===== src/rtl/cpts_pkg.sv =====
// ---------------------------------------------------------------------------
// cpts_pkg: shared types and constants of the counter-priority scheduler
// Slot table geometry, event codes, sequencer states and the records that
// pass between the sequencer, the slot table and the arithmetic unit.
// ---------------------------------------------------------------------------
package cpts_pkg;

    localparam int TASK_SLOTS = 64;
    localparam int SLOT_W     = $clog2(TASK_SLOTS);
    localparam int IDX_W      = $clog2(TASK_SLOTS + 1);
    localparam int CNT_W      = 9;
    localparam int PRIO_W     = 8;
    localparam int FUNC_W     = 2;
    localparam int OUT_SLOT_W = 6;

    // Event codes carried on the input tuser
    typedef enum logic [FUNC_W-1:0] {
        FUNC_TICK   = 2'd0,
        FUNC_YIELD  = 2'd1,
        FUNC_EXIT   = 2'd2,
        FUNC_CREATE = 2'd3
    } func_t;

    // Sequencer states
    typedef enum logic [2:0] {
        ST_IDLE,
        ST_TICK,
        ST_SCAN,
        ST_REFILL,
        ST_DONE
    } state_t;

    // Operations of the shared arithmetic unit
    typedef enum logic [1:0] {
        ALU_CMP,
        ALU_DEC,
        ALU_REFILL
    } alu_op_t;

    // Requests from the sequencer to the slot table
    typedef struct packed {
        logic [SLOT_W-1:0] rd_addr;
        logic              cnt_we;
        logic [SLOT_W-1:0] wr_addr;
        logic [CNT_W-1:0]  cnt_wdata;
        logic              create;
        logic [PRIO_W-1:0] prio_wdata;
        logic              zombie_set;
    } tbl_cmd_t;

    // Slot table read data, for the address issued in the previous cycle
    typedef struct packed {
        logic [CNT_W-1:0]  cnt;
        logic [PRIO_W-1:0] prio;
        logic              present;
        logic              runnable;
    } tbl_rsp_t;

    // One result item
    typedef struct packed {
        logic                  stuck;
        logic                  recomputed;
        logic                  switched;
        logic [OUT_SLOT_W-1:0] current_slot;
    } result_t;

endpackage


===== src/rtl/counter_priority_task_scheduler.sv =====
// ---------------------------------------------------------------------------
// counter_priority_task_scheduler: counter-priority task scheduler
// Slot table of tasks with present, zombie, priority and time-slice counter;
// each event yields the running slot after it.
// ---------------------------------------------------------------------------
// Usage:
//   Input stream s_*: one event per item. s_tuser carries the event kind
//   (tick, yield, exit current, create), s_tdata the create arguments.
//   Output stream m_*: exactly one result item per event, in order.
//   cfg_we/cfg_wdata write the idle task priority; write it only while idle.
// Steps per event (accepted event to result valid):
//   Create: straight to the result state. Tick without reschedule: a
//   counter read state, then the result state. Yield or exit: a scan of
//   every slot, then the result state. A refill adds a refill pass and a
//   rescan, and a tick that reschedules adds its counter read state first.
//   The work is set by the single read port of the counter memory, which
//   the scan and the refill walk one slot per cycle.
//   s_tready is high only while the sequencer waits for an event.
// Reset:
//   Only the idle slot 0 is present, all counters read zero, slot 0 runs,
//   and the idle priority is 1. No clearing pass is needed.
// Stall:
//   A result waits in the output register; the next event is still taken,
//   and its result is held in the sequencer until the register frees.
// ---------------------------------------------------------------------------
module counter_priority_task_scheduler (
    input  logic        clk,
    input  logic        rst_n,
    input  logic        cfg_we,
    input  logic [7:0]  cfg_wdata,
    input  logic        s_tvalid,
    output logic        s_tready,
    input  logic [23:0] s_tdata,    // [5:0] slot, [13:6] priority_req, [22:14] start_count
    input  logic [1:0]  s_tuser,    // [1:0] func
    output logic        m_tvalid,
    input  logic        m_tready,
    output logic [15:0] m_tdata     // [5:0] current_slot, [6] switched, [7] recomputed,
                                    // [8] stuck
);

    logic [cpts_pkg::PRIO_W-1:0] idle_priority_reg;
    logic                        m_tvalid_reg;
    cpts_pkg::result_t           out_reg;

    cpts_pkg::tbl_cmd_t          cmd;
    cpts_pkg::tbl_rsp_t          rsp;
    cpts_pkg::result_t           res;
    logic                        res_load;
    logic                        res_ok;

    // Hold the idle priority
    always_ff @(posedge clk or negedge rst_n)
    begin
        if (!rst_n)
        begin
            idle_priority_reg <= cpts_pkg::PRIO_W'(1);
        end
        else if (cfg_we)
        begin
            idle_priority_reg <= cfg_wdata;
        end
    end

    cpts_seq u_seq (
        .clk          (clk),
        .rst_n        (rst_n),
        .in_valid     (s_tvalid),
        .in_ready     (s_tready),
        .func         (cpts_pkg::func_t'(s_tuser)),
        .slot         (s_tdata[5:0]),
        .priority_req (s_tdata[13:6]),
        .start_count  (s_tdata[22:14]),
        .res_ok       (res_ok),
        .res_load     (res_load),
        .res          (res),
        .cmd          (cmd),
        .rsp          (rsp)
    );

    cpts_table u_table (
        .clk           (clk),
        .rst_n         (rst_n),
        .idle_priority (idle_priority_reg),
        .cmd           (cmd),
        .rsp           (rsp)
    );

    // Output register: free when empty or being taken this cycle
    assign res_ok = !m_tvalid_reg || m_tready;

    always_ff @(posedge clk or negedge rst_n)
    begin
        if (!rst_n)
        begin
            m_tvalid_reg <= 1'b0;
        end
        else if (res_ok)
        begin
            m_tvalid_reg <= res_load;
        end
    end

    always_ff @(posedge clk)
    begin
        if (res_load)
        begin
            out_reg <= res;
        end
    end

    assign m_tvalid = m_tvalid_reg;
    assign m_tdata  = 16'(out_reg);

endmodule


===== src/rtl/cpts_alu.sv =====
// ---------------------------------------------------------------------------
// cpts_alu: shared arithmetic unit of the scheduler
// One 9-bit adder/comparator used for counter compare during scans,
// tick decrement and the half-plus-priority refill.
// ---------------------------------------------------------------------------
module cpts_alu (
    input  cpts_pkg::alu_op_t            op,
    input  logic [cpts_pkg::CNT_W-1:0]   a,
    input  logic [cpts_pkg::CNT_W-1:0]   b,
    output logic [cpts_pkg::CNT_W-1:0]   result,
    output logic                         gt
);

    // Compare is always available alongside the selected result
    assign gt = (a > b);

    // Select the arithmetic result
    always_comb
    begin
        case (op)
            cpts_pkg::ALU_DEC:    result = a - cpts_pkg::CNT_W'(1);
            cpts_pkg::ALU_REFILL: result = (a >> 1) + b;
            default:              result = a;
        endcase
    end

endmodule


===== src/rtl/cpts_table.sv =====
// ---------------------------------------------------------------------------
// cpts_table: task slot table
// Counter and priority memories with one registered read port and one
// write port, plus present, zombie and counter-valid flags in flops.
// ---------------------------------------------------------------------------
module cpts_table (
    input  logic                          clk,
    input  logic                          rst_n,
    input  logic [cpts_pkg::PRIO_W-1:0]   idle_priority,
    input  cpts_pkg::tbl_cmd_t            cmd,
    output cpts_pkg::tbl_rsp_t            rsp
);

    logic [cpts_pkg::CNT_W-1:0]  cnt_mem  [cpts_pkg::TASK_SLOTS];
    logic [cpts_pkg::PRIO_W-1:0] prio_mem [cpts_pkg::TASK_SLOTS];

    logic [cpts_pkg::TASK_SLOTS-1:0] present_reg;
    logic [cpts_pkg::TASK_SLOTS-1:0] zombie_reg;
    logic [cpts_pkg::TASK_SLOTS-1:0] cval_reg;

    logic [cpts_pkg::CNT_W-1:0]  cnt_q_reg;
    logic [cpts_pkg::PRIO_W-1:0] prio_q_reg;
    logic                        cval_q_reg;
    logic                        present_q_reg;
    logic                        zombie_q_reg;
    logic                        is_idle_q_reg;

    // Write and read the memories
    always_ff @(posedge clk)
    begin
        if (cmd.cnt_we)
        begin
            cnt_mem[cmd.wr_addr] <= cmd.cnt_wdata;
        end
        if (cmd.create)
        begin
            prio_mem[cmd.wr_addr] <= cmd.prio_wdata;
        end
        cnt_q_reg  <= cnt_mem[cmd.rd_addr];
        prio_q_reg <= prio_mem[cmd.rd_addr];
    end

    // Update slot flags; only the idle slot is present after reset
    always_ff @(posedge clk or negedge rst_n)
    begin
        if (!rst_n)
        begin
            present_reg <= cpts_pkg::TASK_SLOTS'(1);
            zombie_reg  <= '0;
            cval_reg    <= '0;
        end
        else
        begin
            if (cmd.cnt_we)
            begin
                cval_reg[cmd.wr_addr] <= 1'b1;
            end
            if (cmd.create)
            begin
                present_reg[cmd.wr_addr] <= 1'b1;
                zombie_reg[cmd.wr_addr]  <= 1'b0;
            end
            else if (cmd.zombie_set)
            begin
                zombie_reg[cmd.wr_addr] <= 1'b1;
            end
        end
    end

    // Register flags of the read address alongside the memory data
    always_ff @(posedge clk or negedge rst_n)
    begin
        if (!rst_n)
        begin
            cval_q_reg    <= 1'b0;
            present_q_reg <= 1'b0;
            zombie_q_reg  <= 1'b0;
            is_idle_q_reg <= 1'b0;
        end
        else
        begin
            cval_q_reg    <= cval_reg[cmd.rd_addr];
            present_q_reg <= present_reg[cmd.rd_addr];
            zombie_q_reg  <= zombie_reg[cmd.rd_addr];
            is_idle_q_reg <= (cmd.rd_addr == '0);
        end
    end

    // Never-written counters read as zero; the idle slot takes its priority from config
    always_comb
    begin
        rsp.cnt      = cval_q_reg ? cnt_q_reg : '0;
        rsp.prio     = is_idle_q_reg ? idle_priority : prio_q_reg;
        rsp.present  = present_q_reg;
        rsp.runnable = present_q_reg & ~zombie_q_reg;
    end

endmodule


===== src/rtl/cpts_seq.sv =====
// ---------------------------------------------------------------------------
// cpts_seq: event sequencer of the scheduler
// Takes one event at a time, walks the slot table one slot per cycle for
// the best-counter scan and the refill pass, and drives the shared unit.
// ---------------------------------------------------------------------------
module cpts_seq (
    input  logic                          clk,
    input  logic                          rst_n,
    input  logic                          in_valid,
    output logic                          in_ready,
    input  cpts_pkg::func_t               func,
    input  logic [cpts_pkg::SLOT_W-1:0]   slot,
    input  logic [cpts_pkg::PRIO_W-1:0]   priority_req,
    input  logic [cpts_pkg::CNT_W-1:0]    start_count,
    input  logic                          res_ok,
    output logic                          res_load,
    output cpts_pkg::result_t             res,
    output cpts_pkg::tbl_cmd_t            cmd,
    input  cpts_pkg::tbl_rsp_t            rsp
);

    localparam logic [cpts_pkg::IDX_W-1:0] IDX_END = cpts_pkg::IDX_W'(cpts_pkg::TASK_SLOTS);

    cpts_pkg::state_t state_reg, state_next;
    logic [cpts_pkg::SLOT_W-1:0] cur_reg, cur_next;
    logic [cpts_pkg::SLOT_W-1:0] before_reg, before_next;
    logic [cpts_pkg::IDX_W-1:0]  idx_reg, idx_next;
    logic                        pend_reg, pend_next;
    logic [cpts_pkg::SLOT_W-1:0] pend_idx_reg, pend_idx_next;
    logic                        found_reg, found_next;
    logic [cpts_pkg::SLOT_W-1:0] best_reg, best_next;
    logic [cpts_pkg::CNT_W-1:0]  bestc_reg, bestc_next;
    logic                        recomp_reg, recomp_next;
    logic                        stuck_reg, stuck_next;

    cpts_pkg::alu_op_t           alu_op;
    logic [cpts_pkg::CNT_W-1:0]  alu_b;
    logic [cpts_pkg::CNT_W-1:0]  alu_result;
    logic                        alu_gt;
    logic                        idx_more;
    logic                        pass_end;

    cpts_alu u_alu (
        .op     (alu_op),
        .a      (rsp.cnt),
        .b      (alu_b),
        .result (alu_result),
        .gt     (alu_gt)
    );

    assign idx_more = (idx_reg < IDX_END);
    assign pass_end = !idx_more && !pend_reg;

    // Hold sequencer state
    always_ff @(posedge clk or negedge rst_n)
    begin
        if (!rst_n)
        begin
            state_reg    <= cpts_pkg::ST_IDLE;
            cur_reg      <= '0;
            before_reg   <= '0;
            idx_reg      <= '0;
            pend_reg     <= 1'b0;
            pend_idx_reg <= '0;
            found_reg    <= 1'b0;
            best_reg     <= '0;
            bestc_reg    <= '0;
            recomp_reg   <= 1'b0;
            stuck_reg    <= 1'b0;
        end
        else
        begin
            state_reg    <= state_next;
            cur_reg      <= cur_next;
            before_reg   <= before_next;
            idx_reg      <= idx_next;
            pend_reg     <= pend_next;
            pend_idx_reg <= pend_idx_next;
            found_reg    <= found_next;
            best_reg     <= best_next;
            bestc_reg    <= bestc_next;
            recomp_reg   <= recomp_next;
            stuck_reg    <= stuck_next;
        end
    end

    // Next state, table commands and shared-unit control
    always_comb
    begin
        state_next    = state_reg;
        cur_next      = cur_reg;
        before_next   = before_reg;
        idx_next      = idx_reg;
        pend_next     = pend_reg;
        pend_idx_next = pend_idx_reg;
        found_next    = found_reg;
        best_next     = best_reg;
        bestc_next    = bestc_reg;
        recomp_next   = recomp_reg;
        stuck_next    = stuck_reg;

        in_ready = 1'b0;
        res_load = 1'b0;
        alu_op   = cpts_pkg::ALU_CMP;
        alu_b    = bestc_reg;

        cmd            = '0;
        cmd.rd_addr    = idx_reg[cpts_pkg::SLOT_W-1:0];
        cmd.wr_addr    = cur_reg;
        cmd.prio_wdata = priority_req;

        case (state_reg)
            cpts_pkg::ST_IDLE:
            begin
                in_ready = 1'b1;
                if (in_valid)
                begin
                    before_next = cur_reg;
                    recomp_next = 1'b0;
                    stuck_next  = 1'b0;
                    idx_next    = '0;
                    pend_next   = 1'b0;
                    found_next  = 1'b0;
                    best_next   = '0;
                    bestc_next  = '0;
                    case (func)
                        cpts_pkg::FUNC_TICK:
                        begin
                            cmd.rd_addr = cur_reg;
                            state_next  = cpts_pkg::ST_TICK;
                        end
                        cpts_pkg::FUNC_YIELD:
                        begin
                            cmd.cnt_we = 1'b1;
                            state_next = cpts_pkg::ST_SCAN;
                        end
                        cpts_pkg::FUNC_EXIT:
                        begin
                            cmd.cnt_we     = 1'b1;
                            cmd.zombie_set = 1'b1;
                            state_next     = cpts_pkg::ST_SCAN;
                        end
                        default:
                        begin
                            // Create: the idle slot is refused
                            if (slot != '0)
                            begin
                                cmd.cnt_we    = 1'b1;
                                cmd.create    = 1'b1;
                                cmd.wr_addr   = slot;
                                cmd.cnt_wdata = start_count;
                            end
                            state_next = cpts_pkg::ST_DONE;
                        end
                    endcase
                end
            end

            cpts_pkg::ST_TICK:
            begin
                // Decrement above one, otherwise drop to zero and reschedule
                alu_op = cpts_pkg::ALU_DEC;
                alu_b  = cpts_pkg::CNT_W'(1);
                cmd.cnt_we = 1'b1;
                if (alu_gt)
                begin
                    cmd.cnt_wdata = alu_result;
                    state_next    = cpts_pkg::ST_DONE;
                end
                else
                begin
                    state_next = cpts_pkg::ST_SCAN;
                end
            end

            cpts_pkg::ST_SCAN:
            begin
                // Issue the next slot read
                pend_next = idx_more;
                if (idx_more)
                begin
                    pend_idx_next = idx_reg[cpts_pkg::SLOT_W-1:0];
                    idx_next      = idx_reg + cpts_pkg::IDX_W'(1);
                end
                // Keep the runnable slot with the highest counter, first one on ties
                if (pend_reg && rsp.runnable && (!found_reg || alu_gt))
                begin
                    found_next = 1'b1;
                    best_next  = pend_idx_reg;
                    bestc_next = rsp.cnt;
                end
                if (pass_end)
                begin
                    if (found_reg && (bestc_reg == '0) && !recomp_reg)
                    begin
                        idx_next   = '0;
                        state_next = cpts_pkg::ST_REFILL;
                    end
                    else
                    begin
                        if (!found_reg || (bestc_reg == '0))
                        begin
                            cur_next   = '0;
                            stuck_next = 1'b1;
                        end
                        else
                        begin
                            cur_next = best_reg;
                        end
                        state_next = cpts_pkg::ST_DONE;
                    end
                end
            end

            cpts_pkg::ST_REFILL:
            begin
                pend_next = idx_more;
                if (idx_more)
                begin
                    pend_idx_next = idx_reg[cpts_pkg::SLOT_W-1:0];
                    idx_next      = idx_reg + cpts_pkg::IDX_W'(1);
                end
                // Refill each present slot to half its counter plus priority
                alu_op = cpts_pkg::ALU_REFILL;
                alu_b  = cpts_pkg::CNT_W'(rsp.prio);
                if (pend_reg && rsp.present)
                begin
                    cmd.cnt_we    = 1'b1;
                    cmd.wr_addr   = pend_idx_reg;
                    cmd.cnt_wdata = alu_result;
                end
                if (pass_end)
                begin
                    recomp_next = 1'b1;
                    idx_next    = '0;
                    found_next  = 1'b0;
                    best_next   = '0;
                    bestc_next  = '0;
                    state_next  = cpts_pkg::ST_SCAN;
                end
            end

            cpts_pkg::ST_DONE:
            begin
                // Hand the result to the output register once it has room
                if (res_ok)
                begin
                    res_load   = 1'b1;
                    state_next = cpts_pkg::ST_IDLE;
                end
            end

            default:
            begin
                state_next = cpts_pkg::ST_IDLE;
            end
        endcase
    end

    assign res.current_slot = cpts_pkg::OUT_SLOT_W'(cur_reg);
    assign res.switched     = (cur_reg != before_reg);
    assign res.recomputed   = recomp_reg;
    assign res.stuck        = stuck_reg;

endmodule


===== config.mk =====
export PLATFORM = sky130hd
export DESIGN_NAME = counter_priority_task_scheduler
export DESIGN_NICKNAME = d
export VERILOG_FILES = /design/src/rtl/cpts_pkg.sv /design/src/rtl/counter_priority_task_scheduler.sv /design/src/rtl/cpts_alu.sv /design/src/rtl/cpts_table.sv /design/src/rtl/cpts_seq.sv
export SDC_FILE = /design/constraint.sdc
export NUM_CORES = 2
export LEC_CHECK = 0
export BUFFER_PORTS_ARGS = -buffer_cell sky130_fd_sc_hd__buf_2
export CORE_AREA = 2 2 336 338
export CTS_CLUSTER_DIAMETER = 100
export CTS_CLUSTER_SIZE = 20
export DETAILED_ROUTE_END_ITERATION = 10
export DIE_AREA = 0 0 338 340
export GPL_ROUTABILITY_DRIVEN = 0
export PLACE_DENSITY = 0.79
export REMOVE_ABC_BUFFERS = 1
export SETUP_SLACK_MARGIN = 0.5
export SKIP_CTS_REPAIR_TIMING = 1
export SKIP_LAST_GASP = 1
export SLEW_MARGIN = 20
export SYNTH_ARGS = -nofsm -noshare
export SYNTH_HDL_FRONTEND = slang
export SYNTH_HIERARCHICAL = 1
export SYNTH_SLANG_ARGS = --single-unit

===== constraint.sdc =====
create_clock -name clk -period 3.85 [get_ports clk]
set_input_delay 0.9625 -clock clk [delete_from_list [all_inputs] [get_ports clk]]
set_output_delay 0.9625 -clock clk [all_outputs]
set_load 0.02 [all_outputs]

==> Yosys cells after proc, flatten, opt, wreduce, memory -nomap -nowiden <==
Memories as Yosys holds them, arrays and structs flattened. A register that Yosys moved wholly into a read port is not among the register bits.
Index checks and enable logic that the tools add are counted.
{ "totals": {"inputBits": 39, "n_memories": 2, "out_inout_bits": 18, "ram_bits": 1088, "elab_cells": 166, "regBits": 261} }
{ "classes": {"n_bitwise": 8, "addsub": 3, "n_eq_ne": 16, "muxes": 71, "reduce_logical": 37, "magnitude_cmp": 5} }
{ "memory_table": {"columns": ["name", "words", "word_bits", "read_ports", "rd_clocked_by_memory_dff", "wr", "line_no", "rtl"], "rows": [
  ["u_table.cnt_mem", 64, 9, 1, 1, 1, "cpts_table.sv:14", "logic [cpts_pkg::CNT_W-1:0] cnt_mem [cpts_pkg::TASK_SLOTS];"],
  ["u_table.prio_mem", 64, 8, 1, 1, 1, "cpts_table.sv:15", "logic [cpts_pkg::PRIO_W-1:0] prio_mem [cpts_pkg::TASK_SLOTS];"]
]} }
{ "op_table": {"columns": ["cell", "count"], "rows": [
  ["$or A64 B64 Y64", 3],
  ["$mux W64", 2],
  ["$and A64 B64 Y64", 1],
  ["$not A64 Y64", 1],
  ["$pmux W9 S3", 2],
  ["$mux W9", 5],
  ["$mux W6", 6],
  ["$pmux W9 S2", 2],
  ["$mux W7", 5],
  ["$mux W16", 2],
  ["$mux W23", 1],
  ["$mux W1", 22],
  ["$pmux W7 S3", 1],
  ["$bmux W1 S6", 3],
  ["$mux W3", 6],
  ["$pmux W6 S3", 1],
  ["$mux W17", 1],
  ["$pmux W3 S5", 1],
  ["$lt A6 B7 Y1 const B", 2],
  ["$pmux W6 S2", 1],
  ["$add A8 B9 Y9", 1],
  ["$gt A9 B9 Y1", 1],
  ["$logic_not A9 Y1", 1],
  ["$sub A9 B1 Y9 const B", 1],
  ["other kinds (34)", 68]
]} }

==> Longest topological paths before layout <==
{ "logic_depth": {"ltp_word": 13, "mapped_depth": 18, "ltp_nobuf": 14} }

==> By module <==
The synthesis kept the hierarchy.
{ "modules_own_cells": {"columns": ["module", "cells_per_inst", "area_per_inst_um2", "n_inst", "seq_area_each_um2"], "rows": [
  ["cpts_table", 2702, 50915.1, 1, 37917.6],
  ["cpts_seq", 277, 2826.5, 1, 1176.1],
  ["cpts_alu", 128, 893.4, 1, 0.0],
  ["counter_priority_task_scheduler", 37, 696.9, 1, 496.7]
]} }

==> Worst setup path before layout <==
OpenSTA, ideal clock, no wires.
{ "synth_path": {"path_kind": "register to register", "from": "register u_seq.state_reg[2]", "to": "memory u_table/cnt_mem[0][0] in the netlist's numbering, data pin", "setup_slack_ns": -0.246, "n_path_buf": 3, "path_stages_with_launch": 17, "t_required_ns": 3.484, "arrival_ns": 3.729, "setup_time_ns": 0.366, "synth_period_minus_slack_ns": 4.096, "cell_sequence": "dfrtp_1 -> buf_4 -> nand2b_1 -> buf_6 -> clkbuf_1 -> nand2_1 -> o21ai_0 -> inv_1 -> ha_1 -> nand2b_1 -> a21oi_1 -> o21ai_0 -> a211o_1 -> a21oi_1 -> or2b_1 -> a21oi_2 -> a22o_1"} }
{ "synth_lines": {"columns": ["element", "line_no", "rtl"], "rows": [
  ["from (decl)", "cpts_seq.sv:24", "cpts_pkg::state_t state_reg, state_next;"],
  ["from (signal assigned)", "cpts_seq.sv:59", "state_reg <= cpts_pkg::ST_IDLE;"],
  ["from (signal assigned)", "cpts_seq.sv:73", "state_reg <= state_next;"],
  ["to (decl)", "cpts_table.sv:14", null]
]} }

==> flow_metrics.env <==
export IMPL_run_status="completed"
export IMPL_netlist_area_um2=55300
export IMPL_area_growth_from_synthesis_to_final_layout_pct=16.7
export IMPL_worst_path_max_delay_cell="dfrtp_2"
export IMPL_critical_path_max_stage_delay_ns=0.50
export IMPL_yosys_area_top_type="edfxtp_1"
export IMPL_flip_flop_cell_with_the_highest_count_after_synthesis="edfxtp_1"
export IMPL_worst_hold_path_type="input port to asynchronous set/reset pin"
export IMPL_core_region_area_um2=112000
export IMPL_floorplan_initialDensity_pct=49.6
export IMPL_cts_tree="built"
export IMPL_series_of_cell_instances_along_the_critical_path="mux2_4, nand2_4, o21ai_4, inv_2, ha_4, nand2b_1, a21oi_1, o21ai_1, a211o_1, a21oi_2, or2b_1, a21oi_4, buf_12, a22o_4, clkbuf_16"
export IMPL_clock_insertion_delay_worst_skew_ns=0.70
export IMPL_ff_latch_area_um2=39600
export IMPL_number_of_nets_at_the_end_of_the_flow=3668
export IMPL_fin_crit_sh_pct=93.2
export IMPL_ant_diodes=0
export IMPL_grt_usage_pct=24.0
export IMPL_layout_setup_ws_ns=0.262
export IMPL_dieWidth_um=338
export IMPL_grt_ovfl_total=0
export IMPL_timing_critical_path_arrival_ns=4.12
export IMPL_max_clock_freq_mhz=279
export IMPL_multi_input_area_um2=14900
export IMPL_vias_in_the_first_global_route=31200
export IMPL_largest_register_ff_count=576
export IMPL_synth_area_per_cell_um2=17.6
export IMPL_die_height_um=340
export IMPL_detailedRoute_firstPassIterationCount=7
export IMPL_final_cell_mix="edfxtp_1 (1097), buf_4 (371), dfrtp_1 (248), nor2_1 (239), mux4_2 (236)"
export IMPL_finalHoldViolCount=0
export IMPL_worst_pin_slew_ns=0.985
export IMPL_num_vias=32700
export IMPL_syn_instance_count=3144
export IMPL_synth_warning_count=6
export IMPL_cts_clk_slew_worst_paths_ns=0.08
export IMPL_post_route_min_period_ns=3.59
export IMPL_drv_slew=0
export IMPL_ctsHtreeMaxLevel=3
export IMPL_slew_headroom_pct=34.3
export IMPL_critPathCaptureType="flip-flop"
export IMPL_start_kind="flip-flop"
export IMPL_grt_pass1_wl_um=203000
export IMPL_fin_total_pwr_mw=39.5
export IMPL_flop_and_latch_count_out_of_synthesis=1366
export IMPL_wl_per_cell_um=28.8
export IMPL_grt_max_degree=77
export IMPL_unrepaired_setup_endpoints_after_global_routing="yes"
export IMPL_biggest_regs="u_table/cnt_mem (576), u_table/prio_mem (512)"
export IMPL_final_setup_skew_ns=0.0432
export IMPL_synth_top_area_cells="edfxtp_1 (60%), dfrtp_1 (11%), mux4_2 (9.6%), mux2i_1 (3.6%), nor2_1 (1.6%)"
export IMPL_drt_drc_violations_left=0
export IMPL_cts_sinks=1366
export IMPL_worst_ep_required_time_ns=4.38
export IMPL_placement_io_buffers=48
export IMPL_p_per_area_nw_per_um2=611
export IMPL_vdd_drop_max_mv=0.398
export IMPL_fp_row_count=123
export IMPL_regMostFlops="u_table/cnt_mem"
export IMPL_cts_root_buf="clkbuf_16"
export IMPL_dp_final_hpwl_um=90200
export IMPL_synth_cell_types=88
export IMPL_leakage_nw=24.0
export IMPL_critPathKind="flip-flop to flip-flop"
export IMPL_proportion_of_layout_cells_with_a_drive_suffix_above_1_pct=31.7
export IMPL_antenna_found_initial=1
export IMPL_layout_filler_cells=7748
export IMPL_die_area_um2=115000
export IMPL_synth_async_sr_flop_share_pct=18.4
export IMPL_synth_seq_area_share_pct=71.6
export IMPL_mostFrequentLayoutCell="edfxtp_1"
export IMPL_synth_top_cell_area_share_pct=59.5
export IMPL_detail_route_vias_per_cell=6.33
export IMPL_setup_viol=0
export IMPL_wl_um=149000
export IMPL_numCtsBuffers=78
export IMPL_max_clock_path_buffers=3
export IMPL_route_antenna_remaining_nets=0
export IMPL_drt_iter0_drc=4807
export IMPL_number_of_flops_mapped_to_enable_cells_by_yosys=1097
export IMPL_max_cap_violation_count=0
export IMPL_pre_cts_ws_ns=-0.265
export IMPL_critical_path_max_fanout=8
export IMPL_floorplan_io_pins=57
## cell families (layout without fill, tap and decap cells)
| group | after synthesis | in the layout | share of synthesized area [%] |
|---|---|---|---|
| and+or+nand+nor | 613 | 614 | 5.60 |
| AOI/OAI and AO/OA | 417 | 417 | 5.15 |
| xor gates and xnor gates | 13 | 13 | 0.206 |
| DFF | 1366 | 1366 | 71.6 |
| buffers and inverters | 213 | 730 | 2.40 |
| adders and majority gates | 25 | 25 | 0.579 |
| muxes | 496 | 496 | 14.5 |
| other | 1 | 7 | 0.00678 |
## synthesized netlist by cell type, drive strengths merged, types with 29 or more instances
cell    count
edfxtp   1097
dfrtp     250
nor2      241
mux4      236
mux2i     199
or2       132
buf       116
a21oi     100
o22ai      72
nand2      71
clkbuf     68
mux2       61
o21ai      47
a22oi      43
a22o       35
inv        29
## worst max-delay path: cells and delay by family, from the launching register on
family          cells  cell delay [ns]
compound gates      7             1.43
fa+ha+maj           1             0.26
buf+inv             3             0.48
flops               1             0.50
mux                 1             0.29
simple gates        3             0.42
## stage by stage
| step | instance area (um2) | TNS (ns) | hold slack [ns] | instances | util (%) |
|---|---|---|---|---|---|
| 5_1_grt | 64600 | 0 | 0.300 | 5168 | 57.9 |
| 2_1_floorplan | 54100 | -409.91 | 0.425 | 2966 | - |
| 3_5_place_dp | 60400 | -16.83 | 0.433 | 4943 | 54.1 |
| 4_1_cts | 62700 | 0 | 0.270 | 5087 | 56.2 |
| 3_3_place_gp | 60400 | -10.67 | 0.432 | 4943 | 54.1 |
| 6_report | 64600 | 0 | 0.261 | 5168 | 57.9 |
## metal layers
metal / vias to the layer above / global-route usage [%] / share of wire [%]
met4: 2 / 9.02 / 4.5
met5: - / 0 / 0.0087
met2: 2274 / 38.7 / 48
met1: 16700 / 33.0 / 36
met3: 425 / 3.92 / 12
li1: 13300 / - / -
## cell type report
type	instances	share of cell area, %
multi-input cells	1572	23.1
repair buffers	557	9.00
well taps	1500	2.91
flip-flops and latches	1366	61.3
clock inverters	6	0.0930
clock buffers	138	3.41
inverters	29	0.169
## path summary, 6_finish.rpt
check,startpoint,endpoint,slack [ns],cells after the start
min in group clk,u_seq/stuck_reg,m_tdata[8],0.45,0
setup / recovery,u_table/is_idle_q_reg,u_table/cnt_mem[44][2],0.26,15
max in group asynchronous,rst_n,u_seq/state_reg[1],2.64,2
setup reg to reg,u_table/is_idle_q_reg,u_table/cnt_mem[44][2],0.26,15
hold reg to reg,u_seq/stuck_reg,m_tdata[8],0.45,0
hold / removal,rst_n,u_table/present_reg[46],0.26,1
## where the power goes
group	internal [mW]	switching, mW	total, mW
Sequential	16.3	0.320	16.6
Combinational	6.52	7.78	14.3
Clock	3.92	4.63	8.55
Note: power is estimated with default switching activity, not from simulation.
